File: src/hw/rtl/mmsf_pkg.sv
`default_nettype none
package mmsf_pkg;

  typedef enum logic [2:0] {
    ST_INIT     = 3'd0,
    ST_READY    = 3'd1,
    ST_MANUAL   = 3'd2,
    ST_RUNNING  = 3'd3,
    ST_STOPPING = 3'd4,
    ST_STOPPED  = 3'd5,
    ST_FAULT    = 3'd6,
    ST_EMERG    = 3'd7
  } mach_state_t;

  localparam logic [3:0] EV_UPDATE       = 4'd0;
  localparam logic [3:0] EV_JOG_ENTER    = 4'd1;
  localparam logic [3:0] EV_JOG_RETURN   = 4'd2;
  localparam logic [3:0] EV_START_DONE   = 4'd3;
  localparam logic [3:0] EV_START_FAULT  = 4'd4;
  localparam logic [3:0] EV_SHUT_BEGIN   = 4'd5;
  localparam logic [3:0] EV_SHUT_END     = 4'd6;
  localparam logic [3:0] EV_MOTION_START = 4'd7;
  localparam logic [3:0] EV_MOTION_DONE  = 4'd8;
  localparam logic [3:0] EV_SEQ_BEGIN    = 4'd9;
  localparam logic [3:0] EV_SEQ_DONE     = 4'd10;
  localparam logic [3:0] EV_SEQ_FAIL     = 4'd11;
  localparam logic [3:0] EV_MOTION_STOP  = 4'd12;
  localparam logic [3:0] EV_MOTION_ABORT = 4'd13;
  localparam logic [3:0] EV_RESET        = 4'd14;

  localparam logic [2:0] CMD_ENTER_READY  = 3'd1;
  localparam logic [2:0] CMD_ENTER_MANUAL = 3'd2;
  localparam logic [2:0] CMD_EXIT_MANUAL  = 3'd3;
  localparam logic [2:0] CMD_START        = 3'd4;

  localparam logic [1:0] RSN_EMERG      = 2'd0;
  localparam logic [1:0] RSN_SERVO      = 2'd1;
  localparam logic [1:0] RSN_COMM       = 2'd2;

  typedef struct packed {
    logic [3:0] mode;
    logic       stop_latched;
    logic [1:0] stop_reason;
    logic       link_valid;
    logic       drive_ready;
    logic       emergency_seen;
    logic       drive_fault_seen;
    logic [2:0] command_kind;
    logic       stop_ack;
    logic       jog_wanted;
    logic       motion_halted;
    logic       jogs_released;
  } mmsf_in_t;

  typedef struct packed {
    logic [2:0] machine_state;
    logic       owns_sequence;
    logic       accepted;
  } mmsf_out_t;

endpackage
`default_nettype wire

File: src/hw/rtl/machine_mode_safety_fsm.sv
`default_nettype none
// Machine mode controller.
// Input channel (in_valid / in_stall / in_data): one event per transfer,
// selected by in_data.mode, with the status inputs that the event reads.
// Output channel (out_valid / out_stall / out_data): one result per event,
// carrying the new machine state, the sequence-owned flag and whether a
// try or begin event was accepted.
// The event is decoded and the state updated in the cycle it is taken;
// its result appears in the output register in the next cycle.
// Throughput is one event per cycle when out_stall is low; the next event
// is taken in the same cycle a result leaves the single output register.
// While a result waits under out_stall, in_stall is raised and the state
// holds; nothing is lost or repeated.
// Reset (rst_n low, synchronous) sets the state to initializing, clears
// the sequence flag and empties the output register.
module machine_mode_safety_fsm (
  input  wire logic                 clk,
  input  wire logic                 rst_n,
  input  wire logic                 in_valid,
  output logic                      in_stall,
  input  wire mmsf_pkg::mmsf_in_t   in_data,
  output logic                      out_valid,
  input  wire logic                 out_stall,
  output mmsf_pkg::mmsf_out_t       out_data
);
  import mmsf_pkg::*;

  mach_state_t state_r, state_nxt;
  mach_state_t upd_st;
  logic        seq_r, seq_nxt;
  logic        acc_nxt;
  logic        out_valid_r;
  mmsf_out_t   out_data_r;
  logic        in_take;

  assign in_stall  = out_valid_r & out_stall;
  assign in_take   = in_valid & ~in_stall;
  assign out_valid = out_valid_r;
  assign out_data  = out_data_r;

  // periodic update
  always_comb begin
    upd_st = state_r;
    if (in_data.stop_latched) begin
      if (in_data.stop_reason == RSN_EMERG) begin
        upd_st = ST_EMERG;
      end else if (in_data.stop_reason == RSN_SERVO ||
                   (in_data.stop_reason == RSN_COMM && !in_data.link_valid)) begin
        upd_st = ST_FAULT;
      end else begin
        upd_st = ST_STOPPED;
      end
    end else begin
      if (in_data.stop_ack &&
          (upd_st == ST_EMERG || upd_st == ST_FAULT || upd_st == ST_STOPPED)) begin
        upd_st = in_data.link_valid ? ST_READY : ST_STOPPED;
      end
      if (upd_st == ST_INIT && in_data.link_valid) begin
        upd_st = ST_READY;
      end
      case (in_data.command_kind)
        CMD_ENTER_READY: begin
          if (upd_st == ST_STOPPED && in_data.link_valid) upd_st = ST_READY;
        end
        CMD_ENTER_MANUAL: begin
          if (upd_st == ST_READY) upd_st = ST_MANUAL;
        end
        CMD_EXIT_MANUAL: begin
          if (upd_st == ST_MANUAL) upd_st = ST_READY;
        end
        CMD_START: begin
          if (upd_st == ST_READY && in_data.link_valid && in_data.drive_ready)
            upd_st = ST_RUNNING;
        end
        default: ;
      endcase
    end
  end

  always_comb begin
    state_nxt = state_r;
    seq_nxt   = seq_r;
    acc_nxt   = 1'b0;
    case (in_data.mode)
      EV_UPDATE: state_nxt = upd_st;
      EV_JOG_ENTER: begin
        if (state_r == ST_READY && in_data.jog_wanted && in_data.motion_halted &&
            in_data.link_valid && !in_data.emergency_seen &&
            !in_data.drive_fault_seen) begin
          state_nxt = ST_MANUAL;
          acc_nxt   = 1'b1;
        end
      end
      EV_JOG_RETURN: begin
        if (state_r == ST_MANUAL && in_data.jogs_released && in_data.motion_halted) begin
          state_nxt = ST_READY;
          acc_nxt   = 1'b1;
        end
      end
      EV_START_DONE:  state_nxt = ST_READY;
      EV_START_FAULT: state_nxt = ST_FAULT;
      EV_SHUT_BEGIN:  state_nxt = ST_STOPPING;
      EV_SHUT_END:    state_nxt = ST_STOPPED;
      EV_MOTION_START: begin
        if (state_r == ST_READY || (seq_r && state_r == ST_RUNNING)) begin
          state_nxt = ST_RUNNING;
          acc_nxt   = 1'b1;
        end
      end
      EV_MOTION_DONE: begin
        if (state_r == ST_RUNNING && !seq_r) state_nxt = ST_READY;
      end
      EV_SEQ_BEGIN: begin
        if (state_r == ST_READY) begin
          seq_nxt   = 1'b1;
          state_nxt = ST_RUNNING;
          acc_nxt   = 1'b1;
        end
      end
      EV_SEQ_DONE: begin
        seq_nxt = 1'b0;
        if (state_r == ST_RUNNING || state_r == ST_STOPPING) state_nxt = ST_READY;
      end
      EV_SEQ_FAIL: begin
        seq_nxt   = 1'b0;
        state_nxt = ST_STOPPED;
      end
      EV_MOTION_STOP: begin
        if (state_r == ST_RUNNING) state_nxt = ST_STOPPING;
      end
      EV_MOTION_ABORT: begin
        if (state_r == ST_STOPPING) state_nxt = seq_r ? ST_RUNNING : ST_READY;
      end
      EV_RESET: begin
        state_nxt = ST_INIT;
        seq_nxt   = 1'b0;
      end
      default: ;
    endcase
  end

  always_ff @(posedge clk) begin
    if (!rst_n) begin
      state_r     <= ST_INIT;
      seq_r       <= 1'b0;
      out_valid_r <= 1'b0;
    end else begin
      if (in_take) begin
        state_r <= state_nxt;
        seq_r   <= seq_nxt;
      end
      if (in_take) begin
        out_valid_r <= 1'b1;
      end else if (!out_stall) begin
        out_valid_r <= 1'b0;
      end
    end
  end

  always_ff @(posedge clk) begin
    if (in_take) begin
      out_data_r.machine_state <= state_nxt;
      out_data_r.owns_sequence <= seq_nxt;
      out_data_r.accepted      <= acc_nxt;
    end
  end

endmodule
`default_nettype wire

File: config.mk
export PLATFORM = sky130hd
export DESIGN_NAME = machine_mode_safety_fsm
export DESIGN_NICKNAME = d
export VERILOG_FILES = /design/src/hw/rtl/mmsf_pkg.sv /design/src/hw/rtl/machine_mode_safety_fsm.sv
export SDC_FILE = /design/constraint.sdc
export NUM_CORES = 1
export LEC_CHECK = 0
export BUFFER_PORTS_ARGS = -buffer_cell sky130_fd_sc_hd__buf_4
export CAP_MARGIN = 15
export CORE_AREA = 8 8 57 59
export DETAILED_ROUTE_END_ITERATION = 10
export DIE_AREA = 0 0 65 67
export GPL_ROUTABILITY_DRIVEN = 0
export HOLD_SLACK_MARGIN = 0.08
export PLACE_DENSITY_LB_ADDON = 0.2
export REMOVE_ABC_BUFFERS = 1
export SLEW_MARGIN = 25
export SYNTH_ARGS = -nofsm -noshare
export SYNTH_HDL_FRONTEND = slang
export SYNTH_SLANG_ARGS = --single-unit
File: constraint.sdc
create_clock -name clk -period 1.55 [get_ports clk]
set_input_delay 0.0775 -clock clk [delete_from_list [all_inputs] [get_ports clk]]
set_output_delay 0.0775 -clock clk [all_outputs]
set_load 0.1 [all_outputs]
Word level (Yosys, flattened, before mapping)
Cells that the tools add are included.
- input bits: 22
- output and inout port bits: 7
- logic and storage cells: 101
- bits in registers: 10
- reductions and logical operators: 29
- multiplexer cells: 32
- eq/ne operators: 31
- bitwise logic cells: 3
- operator list (kind ; number):
    $mux 3 ; 18
    $pmux 3 s14 ; 1
    $eq 4x4->1 const B ; 7
    $eq 3x3->1 const B ; 6
    $eq 4x3->1 const B ; 4
    $eq 3x2->1 const B ; 5
    $logic_and 1x1->1 ; 15
    $pmux 3 s4 ; 1
    $eq 3x1->1 const B ; 3
    $eq 4x2->1 const B ; 2
    $mux 1 ; 7
    $mux 2 ; 3
    $logic_or 1x1->1 ; 5
    $eq 4x1->1 const B ; 1
    $logic_not 1->1 ; 4
    $logic_not 4->1 ; 1
    $pmux 1 s4 ; 1
    $logic_not 3->1 ; 1
    $reduce_or 3->1 ; 1
    $and 1x1->1 ; 2
    $eq 2x1->1 const B ; 1
    $eq 2x2->1 const B ; 1
    $logic_not 2->1 ; 1
    $ne 2x1->1 const B ; 1
    3 further kinds ; 3

Depth between registers and ports, before layout
Gate-level depths: netlist of run 1.
- word-level depth: 17
- gate-level depth with buffers: 7

Worst setup path after synthesis of run 1
Ideal clock, no wire load.
- path type: reg-to-reg
- start: register out_valid_r, in the netlist out_valid
- end: register state_r[2]
- library setup time: 0.142 ns
- buffers on the path: 1
- arrival time: 2.522 ns
- slack: -1.114 ns
- cell stages (with the launch flop): 7
- cell sequence: dfxtp_1 -> and2_1 -> nor2b_1 -> clkbuf_1 -> and2_1 -> o21ai_0 -> a31oi_1
- cells in the longest elaborated chain, start to end: 3
- RTL lines (what ; line ; text):
    start, declared ; machine_mode_safety_fsm.sv:32 ; logic out_valid_r;
    start signal, assigned ; machine_mode_safety_fsm.sv:146 ; out_valid_r <= 1'b0;
    start signal, assigned ; machine_mode_safety_fsm.sv:153 ; out_valid_r <= 1'b1;
    start signal, assigned ; machine_mode_safety_fsm.sv:155 ; out_valid_r <= 1'b0;
    $and 1x1->1 ; machine_mode_safety_fsm.sv:36 ; assign in_stall = out_valid_r & out_stall;
    via in_stall ; machine_mode_safety_fsm.sv:20 ; output logic in_stall,
    $not 1->1 ; machine_mode_safety_fsm.sv:37 ; assign in_take = in_valid & ~in_stall;
    $and 1x1->1 ; machine_mode_safety_fsm.sv:37 ;
    via in_take ; machine_mode_safety_fsm.sv:34 ; logic in_take;
    end signal, assigned ; machine_mode_safety_fsm.sv:149 ; state_r <= state_nxt;
    end, declared ; machine_mode_safety_fsm.sv:28 ; mach_state_t state_r, state_nxt;
The timed path passes the listed nets, and every way through them passes these cells.
A chain may end at the register's enable or synchronous reset.

Final worst setup path of run 1
- start: register state_r[2]
- end: register out_data_r, in the netlist out_data[3] (data pin)
- cells in the longest elaborated chain, start to end: 17
- RTL lines (what ; line ; text):
    $eq 3x3->1 ; machine_mode_safety_fsm.sv:55 ; (upd_st == ST_EMERG || upd_st == ST_FAULT || upd_st == ST_STOPPED)) begin
    $logic_or 1x1->1 (2 in series) ; machine_mode_safety_fsm.sv:55 ;
    $logic_and 1x1->1 ; machine_mode_safety_fsm.sv:54 ; if (in_data.stop_ack &&
    $mux 3 ; machine_mode_safety_fsm.sv:54 ;
    $mux 3 ; machine_mode_safety_fsm.sv:44 ; if (in_data.stop_latched) begin
    $logic_not 3->1 ; machine_mode_safety_fsm.sv:58 ; if (upd_st == ST_INIT && in_data.link_valid) begin
    $logic_and 1x1->1 ; machine_mode_safety_fsm.sv:58 ;
    $mux 3 ; machine_mode_safety_fsm.sv:58 ;
    $mux 3 ; machine_mode_safety_fsm.sv:44 ;
    $eq 3x1->1 ; machine_mode_safety_fsm.sv:66, machine_mode_safety_fsm.sv:72 ;
    $logic_and 1x1->1 (2 in series) ; machine_mode_safety_fsm.sv:72 ; if (upd_st == ST_READY && in_data.link_valid && in_data.drive_ready)
    $mux 3 ; machine_mode_safety_fsm.sv:72 ;
    $pmux 3 s4 ; machine_mode_safety_fsm.sv:61 ; case (in_data.command_kind)
    $mux 3 ; machine_mode_safety_fsm.sv:44 ;
    $pmux 3 s14 (*) ; machine_mode_safety_fsm.sv:84 ; case (in_data.mode)
    via state_nxt[1] ; machine_mode_safety_fsm.sv:28 ;
    end, declared ; machine_mode_safety_fsm.sv:33 ; mmsf_out_t out_data_r;
Mark *: on every way through the listed nets, which the timed path passes. The rest lies on a longest branch. The select of a mux whose other input is x is not followed.

==> flow_summary.toml, run 1 <==
[yosys]
synth.most_common_cell = "a21oi_1"
synthesis.yosys.warnings = 0
synthArstFlopShare_pct = 0
yosys-top-cells-count = "a21oi_1, nor2b_1, o21ai_0"
synthesized_area_um2 = 1027
synthesis.area_per_instance_um2 = 7.553
post_synth_main_area_contributors = "edfxtp_1, dfxtp_1, nor2b_1, a21oi_1, o21ai_0"
ys_seq_elements = 10
synth.largest_area_cell = "edfxtp_1"
synthCells = 136
synth_flop_cell = "edfxtp_1"
yosysUniqueCellTypes = 44
synth_largest_type_area_fraction_pct = 14.62
seq_area_frac_synth_pct = 24.36
count_of_flip_flops_with_a_built_in_enable_after_synthesis = 5

[worst_setup_path]
endpoint_kind = "flip-flop"
critical_path_required_ns = 1.56
critical-path-max-stage-delay_ns = 0.36
startpoint_type = "flip-flop"
kind_of_cell_with_the_highest_combined_delay_on_the_critical_path = "compound AO/OA/AOI/OAI gates"
crit_path_cell_trace = "buf_6 -> nand3b_1 -> nor3b_2 -> o211ai_1 -> a31o_1 -> a31oi_1"
worstPathBufferInverterCount = 1
timing_worst_setup_path_type = "reg2reg"
cp_slowest_cell = "dfxtp_4"
worst-r2r-cell-count = 6
critical_path_arrival_ns = 1.64
timing.critical_path.depth = 6
setup.reg_to_reg.worst_slack_ns = -0.08
crit_fanout = 5

[die]
die_x_um = 65
floorplan.die.height_um = 67
coreArea_um2 = 2365
floorplan.initialDensity_pct = 43.44
design.portCount = 29
floorplan.die_area_um2 = 4355
floorplan.rows = 18

[finish]
fin_area_um2 = 1528
insertedDiodeCount = 0
nets = 203
synthToLayoutAreaGrowth_pct = 48.72
multi_input_comb_area_um2 = 774.5
drive_gt1_share_pct = 39.44
final.fill_count = 195
layout.area.seq_um2 = 259.0

[run]
timing.max_cap.violations = 0

[timing]
finalMaxSlewViolations = 0
finalWorstSetupSlack_ns = -0.07879
hold_violations = 0
final_period_minus_worst_setup_slack_ns = 1.629
grt_setup_unrepaired = "true"
period_share_pct = 105.1
tightestPinTransition_ns = 0.5189
fin_skew_ns = 0.001620
total_of_endpoints_with_negative_setup_slack_in_the_final_report = 2
slew_headroom_pct = 65.34
fin_tns_setup_ns = -0.1118
timing.fmax_mhz = 614.0

[power_and_ir_drop]
irDropWorstVdd_mv = 0.4510
cellLeakagePower_uw = 0.0006174
power_density_nw_per_um2 = 655.1

[placement]
hpwl_mm = 2.487
detailed_place.area_um2 = 1329
port-buffer-count = 28

[detailed_routing]
route.vias.total = 1247
drt_first_pass_iters = 6
drc_violations_left = 0
ant_nets = 0
drt_first_iter_violations = 56
wl_mm = 3.382
wl_cell_um = 16.10
vias_per_cell = 5.938

[clock_tree]
tritoncts.num_buffers = 3
tritoncts_clock_tree = "yes"
cts_htree_levels = 1
insertion_delay_ns = 0.27
root_buffer = "clkbuf_4"
max-clock-path-buffers = 2
clock_sink_count = 10
clk_transition_reported_paths_ns = 0.07

[run_status]
run_status = "complete, but fails checks"
failed_checks = "negative setup slack"

[grt]
number_of_global_route_vias_before_repair = 1174
grt.overflow.total = 0
grt_usage_pct = 15.30
initial_antenna_violation_count = 0
grt_start_max_net_pins = 19
global_route_wire_length_before_repair_mm = 5.354

[hold_path]
hp-class = "in2reg"
hold_path_depth = 4
-- metrics by stage --
step	hold WS (ns)	std cells	utilization, %	setup WS [ns]	power [uW]
after floorplan	0.1953	125	-	-1.204	547.5
after global routing	0.2635	210	64.60	-0.1422	1050
final	0.2279	210	64.60	-0.07879	1001
after global placement	0.2939	198	56.19	-0.01303	705.4
after CTS	0.2331	206	61.16	0.001264	971.3
after detailed placement	0.3016	198	56.19	-0.1625	713.6
-- worst min-delay path: stages --
cell	delay (ns)
buf_4	0.12
a22oi_1	0.07
nand3_1	0.12
a31oi_1	0.08
-- routing by layer --
metal	up-vias	GRT usage [%]	wire length, um	share of wire (%)
li1	603	-	-	-
met5	-	0	0	0
met3	10	2.685	193	5.7
met2	53	26.46	1687	50
met4	0	7.084	74	2.2
met1	581	17.96	1427	42
-- state kept, by name, indices dropped and copies added (netlist names) --
| register | flops |
|---|---|
| out_data | 5 |
| out_valid | 1 |
| seq_r | 1 |
| state_r | 3 |
-- worst paths after layout --
check / from / endpoint
min: in_data[13] / state_r[0]
min reg2reg: seq_r / out_data[1]
max: state_r[2] / out_data[3]
max reg2reg: state_r[2] / out_data[3]
-- where the power goes --
group | leakage, uW | switching, uW | internal, uW
clock network | 0.0000210 | 92.3 | 143
registers | 0.0000929 | 13.9 | 300
logic | 0.000503 | 266 | 186
total | 0.000617 | 372 | 629
-- cells in the final DEF (no fill, tap or decap), types with 3 or more instances in the layout --
master and n:
nor3b_2 4, a31oi_1 6, or2_1 3, a21oi_1 8, inv_1 5, o21ai_0 10
nand2b_1 4, clkbuf_4 3, o2bb2ai_1 3, o211ai_1 3, nor2_1 9, nand3_1 5
nor2b_1 9, dlygate4sd3_1 3, nand2_1 5, a21oi_2 3, edfxtp_1 5, buf_4 45
buf_6 3, o2111a_1 3
-- layout make-up --
| class | instances | share of cell area (%) |
|---|---|---|
| Timing Repair Buffer | 51 | 26.29 |
| Inverter | 5 | 1.228 |
| Sequential cell | 10 | 16.95 |
| Multi-Input combinational cell | 110 | 50.70 |
| Tap cell | 30 | 2.457 |
| Clock buffer | 4 | 2.375 |
-- timing repair --
action,4_1_cts,5_1_grt
resized for setup,13,11
hold buffers,3,0
endpoints found under the setup margin,5,6
setup buffers,1,4
pin swaps,1,5
endpoints found under the hold margin,2,0
-- cell families (layout without fill, tap and decap cells) --
logic type	Yosys count	in the layout	share of synthesized area (%)
xor gates and xnor gates	1	1	0.8528
DFF	10	10	24.36
muxes	1	1	1.096
and+or+nand+nor	56	56	31.43
buffers and inverters	16	60	7.551
AOI/OAI and AO/OA	52	52	34.71
No activity file was read; power rests on OpenSTA's default activity.
==> inputs of run 2 (changes only) <==
==> constraint.sdc (replaced) <==
create_clock -name clk -period 1.55 [get_ports clk]
set_input_delay 0.2325 -clock clk [delete_from_list [all_inputs] [get_ports clk]]
set_output_delay 0.2325 -clock clk [all_outputs]
set_load 0.1 [all_outputs]
==> flow_summary.toml, run 2 (same netlist as run 1, synthesis figures left out) <==
[clock_tree]
max-clock-path-buffers = 2
clk_transition_reported_paths_ns = 0.07
cts.hold.buffers_added = 0
insertion_delay_ns = 0.26
root_buffer = "clkbuf_4"
tritoncts_clock_tree = "yes"
cts_htree_levels = 1
clock_sink_count = 10
tritoncts.num_buffers = 3

[run_status]
run_status = "complete, but fails checks"
failed_checks = "negative setup slack"

[finish]
layout.area.seq_um2 = 259.0
drive_gt1_share_pct = 41.67
nets = 203
final_cell_mix = "buf_4, nor2b_1, nor2_1, o21ai_0, a21oi_1"
insertedDiodeCount = 0
final.fill_count = 208
instances_no_fill = 210
synthToLayoutAreaGrowth_pct = 49.45
multi_input_comb_area_um2 = 785.8
largest_register_ffs = 5
final_core_util_pct = 64.92
final_common_cell = "buf_4"

[die]
die_x_um = 65
coreArea_um2 = 2365
floorplan.die_area_um2 = 4355
floorplan.rows = 18
floorplan.die.height_um = 67
design.portCount = 29
floorplan.initialDensity_pct = 43.44

[grt]
grt_start_max_net_pins = 19
grt.overflow.total = 0
grt_usage_pct = 14.39
initial_antenna_violation_count = 0
number_of_global_route_vias_before_repair = 1163
global_route_wire_length_before_repair_mm = 5.133

[timing]
final_period_minus_worst_setup_slack_ns = 1.607
tightestPinTransition_ns = 0.4199
finalMaxSlewViolations = 0
grt_setup_unrepaired = "true"
period_share_pct = 103.7
hold_violations = 0
timing.fmax_mhz = 622.4
slew_headroom_pct = 71.95
fin_tns_setup_ns = -0.05674
total_of_endpoints_with_negative_setup_slack_in_the_final_report = 1
finalWorstSetupSlack_ns = -0.05674
fin_skew_ns = 0.008009

[run]
timing.max_cap.violations = 0

[worst_setup_path]
endpoint_kind = "flip-flop"
critical_path_required_ns = 1.56
critical_path_arrival_ns = 1.62
timing_worst_setup_path_type = "reg2reg"
worstSetupStartpoint = "state_r[2]"
startpoint_type = "flip-flop"
crit_fanout = 4
crit-reg2reg-launch = "state_r[2]"

[detailed_routing]
drt_first_pass_iters = 4
route.vias.total = 1245
routed-wl-met3_um = 167
met2WireLength_mm = 1.882
wl_cell_um = 16.67
highest_metal_layer_with_signal_wires = "met4"
met1Wirelength_mm = 1.423
ant_nets = 0
wl_mm = 3.500
vias_per_cell = 5.929
drc_violations_left = 0
drt_first_iter_violations = 55

[placement]
port-buffer-count = 28
dp.cells = 204
hpwl_mm = 2.564
detailedPlace.worstSlack_ns = -0.1208

[hold_path]
hp-class = "in2reg"
hold_path.startpoint = "in_valid"

[power_and_ir_drop]
power_density_nw_per_um2 = 659.1
finalPower_uw = 1012
cellLeakagePower_uw = 0.0006218
irDropWorstVdd_mv = 0.5271
==> run 2: where the power goes <==
group,total (uW),internal (uW),switching (uW)
combinational,459,191,268
clock,236,142,93.5
sequential,317,300,17.0
==> run 2: final timing paths <==
check | endpoint | slack [ns] | cells after the start
setup reg to reg | out_data[3] | -0.06 | 6
setup / recovery | out_data[3] | -0.06 | 6
hold / removal | out_valid | 0.19 | 2
hold reg to reg | out_valid | 0.65 | 2
==> run 2: final cells by class <==
type                            instances  area share [%]
Sequential cell                        10           16.87
Timing Repair Buffer                   51           25.92
Multi-Input combinational cell        110           51.18
Tap cell                               30           2.445
Inverter                                5           1.222
Clock buffer                            4           2.363
==> run 2: metal layers <==
metal	vias up	GRT usage, %
met1	591	15.72
met2	48	26.71
li1	602	-
met3	4	2.181
met4	0	6.540
met5	-	0
==> run 2: critical path, cell delays in order, from the launching register on <==
cell,delay (ns)
dfxtp_4,0.37
buf_6,0.12
nand3b_1,0.20
nor3b_2,0.19
o211ai_1,0.18
a31o_1,0.19
a31oi_1,0.09
==> run 2: metrics by stage <==
stage / area [um^2] / hold WS [ns]
after floorplan: 968.4 / 0.3503
after global placement: 1374 / 0.4473
after detailed placement: 1374 / 0.4566
after CTS: 1431 / 0.1817
after global routing: 1535 / 0.1874
final: 1535 / 0.1897
==> run 2: timing repair <==
item / 4_1_cts / 5_1_grt
pin swaps: 1 / 9
setup endpoints to repair: 4 / 6
gates resized for setup: 8 / 21
setup buffers: 0 / 2
